File: src/hdl/pev_pkg.sv
package pev_pkg;

    localparam int MAX_TERMS_DEF = 64;
    localparam int COEF_W        = 32;
    localparam int POINT_W       = 32;
    localparam int VALUE_W       = 64;
    localparam int TERMS_W       = 7;

    // input word kinds carried on tuser
    localparam logic KIND_APPEND = 1'b0;
    localparam logic KIND_EVAL   = 1'b1;

    // control word from the sequencer to the multiply-accumulate unit
    typedef struct packed {
        logic clear;
        logic lo_step;
        logic hi_step;
    } t_mac_ctrl;

endpackage

File: src/hdl/pev_coef_mem.sv
module pev_coef_mem
    import pev_pkg::*;
#(
    parameter int DEPTH  = MAX_TERMS_DEF,
    parameter int ADDR_W = (DEPTH > 1) ? $clog2(DEPTH) : 1
) (
    input  logic              i_clk,
    input  logic              i_wr_en,
    input  logic [ADDR_W-1:0] i_wr_addr,
    input  logic [COEF_W-1:0] i_wr_data,
    input  logic [ADDR_W-1:0] i_rd_addr,
    output logic [COEF_W-1:0] o_rd_data
);

    logic [COEF_W-1:0] r_mem [DEPTH];
    logic [COEF_W-1:0] r_rd_data;

    always_ff @(posedge i_clk) begin
        if (i_wr_en) begin
            r_mem[i_wr_addr] <= i_wr_data;
        end
        r_rd_data <= r_mem[i_rd_addr];
    end

    assign o_rd_data = r_rd_data;

endmodule

File: config.mk
export PLATFORM = sky130hd
export DESIGN_NAME = pev_coef_mem
export DESIGN_NICKNAME = d
export VERILOG_FILES = /design/src/hdl/pev_pkg.sv /design/src/hdl/pev_coef_mem.sv
export SDC_FILE = /design/constraint.sdc
export NUM_CORES = 2
export LEC_CHECK = 0
export ABC_AREA = 1
export BUFFER_PORTS_ARGS = -buffer_cell sky130_fd_sc_hd__buf_2
export CAP_MARGIN = 30
export CORE_ASPECT_RATIO = 1.4
export CORE_MARGIN = 2
export CORE_UTILIZATION = 50
export DETAILED_ROUTE_END_ITERATION = 10
export MAX_ROUTING_LAYER = met4
export PLACE_DENSITY_LB_ADDON = 0.1
export SYNTH_ARGS = -nofsm -noshare
export SYNTH_HDL_FRONTEND = slang
export SYNTH_SLANG_ARGS = --single-unit
File: constraint.sdc
create_clock -name i_clk -period 8.7 [get_ports i_clk]
set_clock_uncertainty 0.1 [all_clocks]
set_input_delay 0.435 -clock i_clk [delete_from_list [all_inputs] [get_ports i_clk]]
set_output_delay 0.435 -clock i_clk [all_outputs]
set_load 0.02 [all_outputs]
==> impl_metrics.csv <==
group,metric,value,unit
outcome,outcome,"completed",
timing,slew_viol_final,0,
cells_and_area,drive_gt1_frac,0.07810,
clock_network,cts_resized,0,
cells_and_area,layout_common_cells,"nand2_1, edfxtp_1, nand3_1",
clock_network,cts_buffers,190,
critical_path,rrSetupSlack,6.74,ns
cells_and_area,fill_cells,13500,
clock_network,cts_setup_buffers,0,
clock_network,cts.sinks,2080,
placed_design,dp_slack,4.327,ns
clock_network,cts.hold.buffers_added,0,
routing,drtAntennaViolNets,0,
timing,final.setup.worst_slack,5.002,ns
synth,synth_seq_cells,2080,
placed_design,port-buffer-count,77,
timing,setup_viol,0,
hold_path,min_path_cells,4,
routing,drcViolationCount,0,
placed_design,dp_cells,8682,
clock_network,h-tree-depth,4,
synth,synthCells,6769,
synth,ys_seq_area_frac,0.7510,
floorplan,core_area,164300,um^2
timing,tns,0,ns
cells_and_area,final_common_cell,"nand2_1",
routing,drtIter0Drc,6509,
synth,yosys_warnings,0,
hold_path,hold_start,"i_rd_addr[5]",
global_routing,grt_pass1_wl,349.2,mm
critical_path,r2r_start,"r_mem[63][5]$_DFFE_PP_",
timing,holdWs,0.1387,ns
cells_and_area,fin_nets,6787,
global_routing,grt_max_degree,190,
clock_network,clk_latency,0.83,ns
routing,routed_wl,242.7,mm
floorplan,pin_count,78,
hold_path,worstHoldEndpoint,"o_rd_data[27]$_DFF_P_",
floorplan,die_h,485.3,um
critical_path,critPathCaptureType,"flip-flop",
clock_network,clockRootBuffer,"clkbuf_16",
cells_and_area,stdcell_count,9036,
synth,ys_types,16,
critical_path,r2r-end,"o_rd_data[5]$_DFF_P_",
cells_and_area,area.growth.synth_to_final,10.20,%
global_routing,grt.total_usage,0.2943,
routing,wl_per_cell,26.86,um
clock_network,cts_tree,"done",
clock_network,cts_buffer_depth,3,
timing,finalCritPeriodShare,0.4250,
critical_path,required,9.36,ns
routing,dr_total_vias,53760,
routing,first_pass_iters,6,
critical_path,crit_path_max_fanout,185,
clock_network,clk_pin_slew,0.06,ns
placed_design,hpwl,115.1,mm
timing,rsz0062_at_grt,"no",
global_routing,grt_pass1_vias,50990,
critical_path,critPathArrivalTime,4.36,ns
critical_path,worst_r2r_path_depth,8,
pwr,vdd_drop_max,0.2081,mV
floorplan,fp.dieW,347.8,um
timing,max_freq,0.2704,GHz
pwr,power_density,222.5,nW/um^2
placed_design,place_congestion,0.8248,
timing,final_hold_viol_count,0,
floorplan,row_count,176,
timing,relSlewSlack,0.3155,
synth,synth_nets,6815,
global_routing,grt-ovfl-total,0,
critical_path,crit_type,"input pin to flip-flop",
job,maxCapViolations,0,
critical_path,cp-start-kind,"input pin",
synth,syn_area,82740,um^2
global_routing,grt_antenna_before_repair,20,
cells_and_area,fin_util,0.5550,
floorplan,initial_utilization,0.5036,
timing,tightest_slew,1.027,ns
pwr,p_leak,31.84,nW
floorplan,dieArea,168800,um^2
timing,period_needed,3.698,ns
routing,vias_per_cell,5.950,
synth,syn_area_per_cell,12.22,um^2
hold_path,hold_class,"input pin to flip-flop",
[stage by stage]
| stage | power, W | area, um^2 |
|---|---|---|
| 6_report | 0.02029 | 91170 |
| 5_1_grt | 0.02085 | 91160 |
| 4_1_cts | 0.02037 | 91060 |
| 3_5_place_dp | 0.01263 | 85350 |
| 3_3_place_gp | 0.01262 | 85250 |
| 2_1_floorplan | 0.01203 | 82740 |
[worst max-delay path by stage]
stage / from / to / slack (ns) / cells past startpoint
final: i_rd_addr[0] / o_rd_data[8]$_DFF_P_ / 5.00 / 12
after global routing: i_rd_addr[0] / o_rd_data[5]$_DFF_P_ / 4.89 / 12
after CTS: i_rd_addr[0] / o_rd_data[5]$_DFF_P_ / 5.20 / 12
after detailed placement: i_rd_addr[0] / o_rd_data[5]$_DFF_P_ / 4.33 / 12
after global placement: i_rd_addr[0] / o_rd_data[8]$_DFF_P_ / 4.36 / 12
after floorplan: i_wr_en / r_mem[48][0]$_DFFE_PP_ / 4.04 / 3
[per-layer routing]
layer,part of all wire,GRT usage,vias up,routed length (um)
met5,0,-,-,0
met4,0.036,0.1059,0,8784
met3,0.079,0.03862,421,19070
met2,0.48,0.4624,2401,115300
met1,0.41,0.3967,26890,99490
li1,-,-,24050,-
[power breakdown]
group / internal, W / total (W) / switching [W] / leakage, nW
logic: 0.000292 / 0.00130 / 0.00101 / 10.4
clock network: 0.00430 / 0.00786 / 0.00356 / 2.79
registers: 0.0111 / 0.0111 / 0.0000409 / 18.7
total: 0.0157 / 0.0203 / 0.00461 / 31.8
[flip-flops by register name (all words and copies together) (netlist names)]
signal     flops
r_mem       2048
o_rd_data     32
[Yosys cell counts, drive strengths merged]
library cell	n	share of area
dfxtp	32	0.0077
edfxtp	2048	0.74
nand2	2248	0.10
inv	12	0.00057
nor4	8	0.00060
nor2	56	0.0025
nand4	9	0.00068
clkbuf	77	0.0035
buf	372	0.024
nand3	1907	0.12
[critical path: stages]
cell and delay (ns):
buf_8 0.22, inv_16 0.50, buf_12 0.55, buf_4 0.69, nand2_1 0.10, nand3_1 0.11
nand3_1 0.08, nand3_1 0.11, nand3_1 0.30, nand2_1 0.31, nand2_1 0.26, nand2_1 0.16
[area by class of cell]
type	count	area, um^2	share of cell area
clock buffer	269	5289	0.05801
sequential	2080	62140	0.6815
multi-input combinational	4228	18770	0.2059
timing repair buffer	229	1763	0.01934
antenna	11	27.53	0.0003019
inverter	12	86.33	0.0009469
clock inverter	71	427.9	0.004693
tap	2136	2673	0.02931
[cell families after synthesis]
| kind of cell | count (synthesis) | synth area share |
|---|---|---|
| and+or+nand+nor | 4228 | 0.2212 |
| DFF | 2080 | 0.7510 |
| buffers and inverters | 461 | 0.02779 |
(Power assumes the default switching activity.)
