==> src/hdl/pev_pkg.sv <==
package pev_pkg;

    localparam int MAX_TERMS_DEF = 64;
    localparam int COEF_W        = 32;
    localparam int POINT_W       = 32;
    localparam int VALUE_W       = 64;
    localparam int TERMS_W       = 7;

    // input word kinds carried on tuser
    localparam logic KIND_APPEND = 1'b0;
    localparam logic KIND_EVAL   = 1'b1;

    // control word from the sequencer to the multiply-accumulate unit
    typedef struct packed {
        logic clear;
        logic lo_step;
        logic hi_step;
    } t_mac_ctrl;

endpackage

==> src/hdl/pev_mac_unit.sv <==
module pev_mac_unit
    import pev_pkg::*;
(
    input  logic                i_clk,
    input  t_mac_ctrl           i_ctrl,
    input  logic [POINT_W-1:0]  i_point,
    input  logic [COEF_W-1:0]   i_coef,
    output logic [VALUE_W-1:0]  o_acc
);

    logic [VALUE_W-1:0]   r_acc;
    logic [VALUE_W-1:0]   r_prod;
    logic [32:0]          mul_a;
    logic signed [65:0]   mul_p;
    logic [VALUE_W-1:0]   coef_ext;

    // one 33x32 signed multiplier, used twice per term:
    // low half of acc (zero-extended) times x, then high half times x mod 2^32
    assign mul_a    = i_ctrl.lo_step ? {1'b0, r_acc[31:0]} : {r_acc[63], r_acc[63:32]};
    assign mul_p    = $signed(mul_a) * $signed({i_point[POINT_W-1], i_point});
    assign coef_ext = {{(VALUE_W-COEF_W){i_coef[COEF_W-1]}}, i_coef};

    always_ff @(posedge i_clk) begin
        if (i_ctrl.clear) begin
            r_acc <= '0;
        end else if (i_ctrl.hi_step) begin
            r_acc <= r_prod + {mul_p[31:0], 32'd0} + coef_ext;
        end
        if (i_ctrl.lo_step) begin
            r_prod <= mul_p[VALUE_W-1:0];
        end
    end

    assign o_acc = r_acc;

endmodule

==> config.mk <==
export PLATFORM = sky130hd
export DESIGN_NAME = pev_mac_unit
export DESIGN_NICKNAME = d
export VERILOG_FILES = /design/src/hdl/pev_pkg.sv /design/src/hdl/pev_mac_unit.sv
export SDC_FILE = /design/constraint.sdc
export NUM_CORES = 2
export LEC_CHECK = 0
export ABC_CLOCK_PERIOD_IN_PS = 13100
export BUFFER_PORTS_ARGS = -buffer_cell sky130_fd_sc_hd__buf_2
export CAP_MARGIN = 25
export CORE_AREA = 2 2 281 283
export CTS_BUF_LIST = sky130_fd_sc_hd__clkbuf_16
export CTS_CLUSTER_DIAMETER = 40
export DETAILED_ROUTE_END_ITERATION = 8
export DIE_AREA = 0 0 283 285
export GPL_TIMING_DRIVEN = 0
export MAX_ROUTING_LAYER = met4
export PLACE_DENSITY = 0.77
export RECOVER_POWER = 50
export SLEW_MARGIN = 5
export SYNTH_ARGS = -nofsm -noshare
export SYNTH_HDL_FRONTEND = slang
export SYNTH_SLANG_ARGS = --single-unit
export TNS_END_PERCENT = 1
==> constraint.sdc <==
create_clock -name i_clk -period 13.1 [get_ports i_clk]
set_input_delay 1.965 -clock i_clk [delete_from_list [all_inputs] [get_ports i_clk]]
set_output_delay 1.965 -clock i_clk [all_outputs]
set_load 0.005 [all_outputs]
==> reports/qor.txt <==
MaxCap Viol Count: 0
CP Launch Type: primary input
Headroom to the max-slew limit: 20.6%
Most used DFF post-synth: edfxtp_1
Period utilization: 97.6%
Hold-fix buffers at CTS: 0
Num rows: 103
Clk_skew: 14.3 ps
Slew @ Worst Pin: 1190 ps
Cells after synthesis: 4985
Max Slew Vio Count: 0
Width of the die: 283 um
Reg2reg path depth: 29
Yosys Warn Count: 0
Via count: 36430
Port Buf Inserts: 127
Placed Cells: 6164
Share of cells above drive strength 1: 5.69%
Post-synth top area share: 49.1%
EDFF count, synth: 64
Nets: 6616
Post-synthesis sequential area ratio: 6.92%
Buf+Inv Stages, Crit Path: 10
GRT Overall Usage: 43.1%
Ranking of synthesized cells by area: fa_1, inv_1, ha_1, and2_1, nand2_1
Layout Cells excl Fill: 6215
Worst path top cell family by delay: adder cells
Total Wirelength: 165000 um
FMAX: 78.2 MHz
Mapped Area: 0.0463 sq mm
Layout area overhead: 6.17%
Yosys top cell by area: fa_1
Wire per inst: 26.5 um
CTS Root Cell: clkbuf_16
Slowest CP cell: fa_1
Commonest non-fill, non-tap cells in the layout: inv_1, fa_1, nand2_1
Worst setup EP type: flip-flop
Synth Register Bits: 128
Total stage count of the critical path: 33
CP max stage delay: 760 ps
Data arrival time of the critical path: 13160 ps
Unrepaired setup endpoints after global routing: yes
Setup crit end: o_acc[63]$_SDFFE_PP0P_
Total clock sinks: 128
Most frequent CP cell: fa_1
Crit Path Category: primary input to flip-flop
HP Class: flip-flop to flip-flop
Die extent in y: 285 um
Clock slew at reported path FFs: 70 ps
Asr flop ratio synth: 0%
Core area: 0.0780 sq mm
DRT Pass-1 Iters: 6
Count of cell types in the netlist: 79
Overflow after GRT: 0
CTS tree: yes
R2R Setup Slk: 2270 ps
Vias in the first global route: 37341
Worst reg2reg path startpoint: o_acc[63]$_SDFFE_PP0P_
Syn nets: 6466
Vias per std cell: 5.86
Min Tclk post-route: 12790 ps
Most common cell after layout, fill and taps aside: inv_1
Antenna violations before repair: 19
CTS H-tree lvls: 4
R2R Path End: r_prod[63]$_DFFE_PP_
Mean Syn Cell Area: 9.29 sq um
Clock latency at the later pin of the worst-skew pair: 450 ps
First-pass GRT wire length: 242000 um
Final setup viols: 0
RePlAce Congestion: 1.05
Final HPWL DP: 141000 um
Initial Util: 59.4%
First DRT Iteration DRCs: 3797
DRT antenna net count: 0
Status: complete, no violations
Critical path startpoint: i_ctrl[1]
Largest net degree at the start of global routing: 66
Cts bufs inserted: 17
IO Pins: 132
Worst Hold Launch: o_acc[62]$_SDFFE_PP0P_
Full die area: 0.0807 sq mm
DRC viols: 0
Critical Path RT: 13470 ps
Fin. Hold Viols: 0
CP max FO: 65
Clk buf depth: 2
## tightest hold or removal path: cells and delay by family (launching register included)
kind | cells | cell delay [ps]
DFF | 1 | 320
AOI/OAI and AO/OA | 1 | 60
and+or+nand+nor | 1 | 50
## synth_stat cells, types with 3 or more instances
cell / number
inv_1: 1162
fa_1: 1135
nand2_1: 629
and2_1: 490
ha_1: 278
clkbuf_1: 232
a21oi_1: 127
nor2_1: 120
xnor2_1: 78
o21ai_0: 69
a21o_1: 66
dfxtp_1: 64
edfxtp_1: 64
or2_2: 39
mux2i_1: 36
nand3_1: 36
xor2_1: 35
mux2_2: 31
nor3_1: 29
a211oi_1: 22
and3_1: 19
o21bai_1: 19
nand2b_1: 16
o21a_1: 16
a31oi_1: 15
nand4_1: 15
or3_1: 13
nor2b_1: 12
o211ai_1: 11
o31ai_1: 9
buf_1: 6
a21boi_0: 5
nor3b_1: 5
o221ai_1: 5
a311oi_1: 4
nand3b_1: 4
nor4_1: 4
o2111ai_1: 4
a2111oi_0: 3
a311o_1: 3
and4_1: 3
o2111a_1: 3
o211a_1: 3
o22ai_1: 3
## worst min-delay path by stage
| stage | to | cells past startpoint |
|---|---|---|
| detailed placement | o_acc[62]$_SDFFE_PP0P_ | 2 |
| floorplan | o_acc[62]$_SDFFE_PP0P_ | 2 |
| CTS | o_acc[62]$_SDFFE_PP0P_ | 2 |
| global placement | o_acc[62]$_SDFFE_PP0P_ | 2 |
| global route | o_acc[62]$_SDFFE_PP0P_ | 2 |
| finish | o_acc[62]$_SDFFE_PP0P_ | 2 |
## per-layer routing
metal	track usage (%)	wire length, um	vias up
met5	-	0	-
met4	28.2	13600	0
met3	9.42	17500	560
met2	62.4	71800	2004
met1	54.9	62000	18734
li1	-	-	15132
## kinds of logic (layout without fill, tap and decap cells)
logic type / Yosys count / count (layout) / share of synthesized area [%]
AO/OA/AOI/OAI: 419 / 419 / 6.01
XOR/XNOR: 114 / 114 / 2.19
adder cells (fa/ha/maj): 1413 / 1413 / 56.6
buffers and inverters: 1401 / 1564 / 11.4
flip-flops: 128 / 128 / 6.92
multiplexers: 67 / 67 / 1.53
other: 0 / 17 / 0
AND/OR/NAND/NOR: 1443 / 1443 / 15.4
## area by class of cell
cell class | count | area (sq um)
diodes | 17 | 42.5
plain buffers | 239 | 952
clock buffers | 18 | 450
clock inverters | 14 | 188
fillers | 6743 | 28800
inverters | 1162 | 4360
multi-input cells | 3456 | 37900
flip-flops and latches | 128 | 3200
well taps | 1050 | 1310
repair buffers | 131 | 721
## flip-flops by register name (all words and copies together) (netlist names)
name,cells
o_acc,64
r_prod,64
## what timing repair did
action,CTS,global route
endpoints found under the setup margin,11,11
setup buffers,0,2
resized for setup,28,54
pin swaps,0,3
## stage by stage
| stage | hold WS, ps | utilization [%] | cell area, sq um | worst slack, ps | setup TNS, ps |
|---|---|---|---|---|---|
| after CTS | 492 | 62.9 | 49000 | 6.84 | 0 |
| after floorplan | 467 | - | 46300 | 2080 | 0 |
| after global placement | 471 | 61.9 | 48200 | -1700 | -16760 |
| final | 490 | 63.0 | 49200 | 308 | 0 |
| after detailed placement | 480 | 62.0 | 48300 | -1250 | -8380 |
| after global routing | 515 | 63.0 | 49100 | -16.0 | -16.0 |
Power is left out: the tool's default activity adds up to more than one toggle a clock period on the data nets, which glitch-free logic cannot reach.
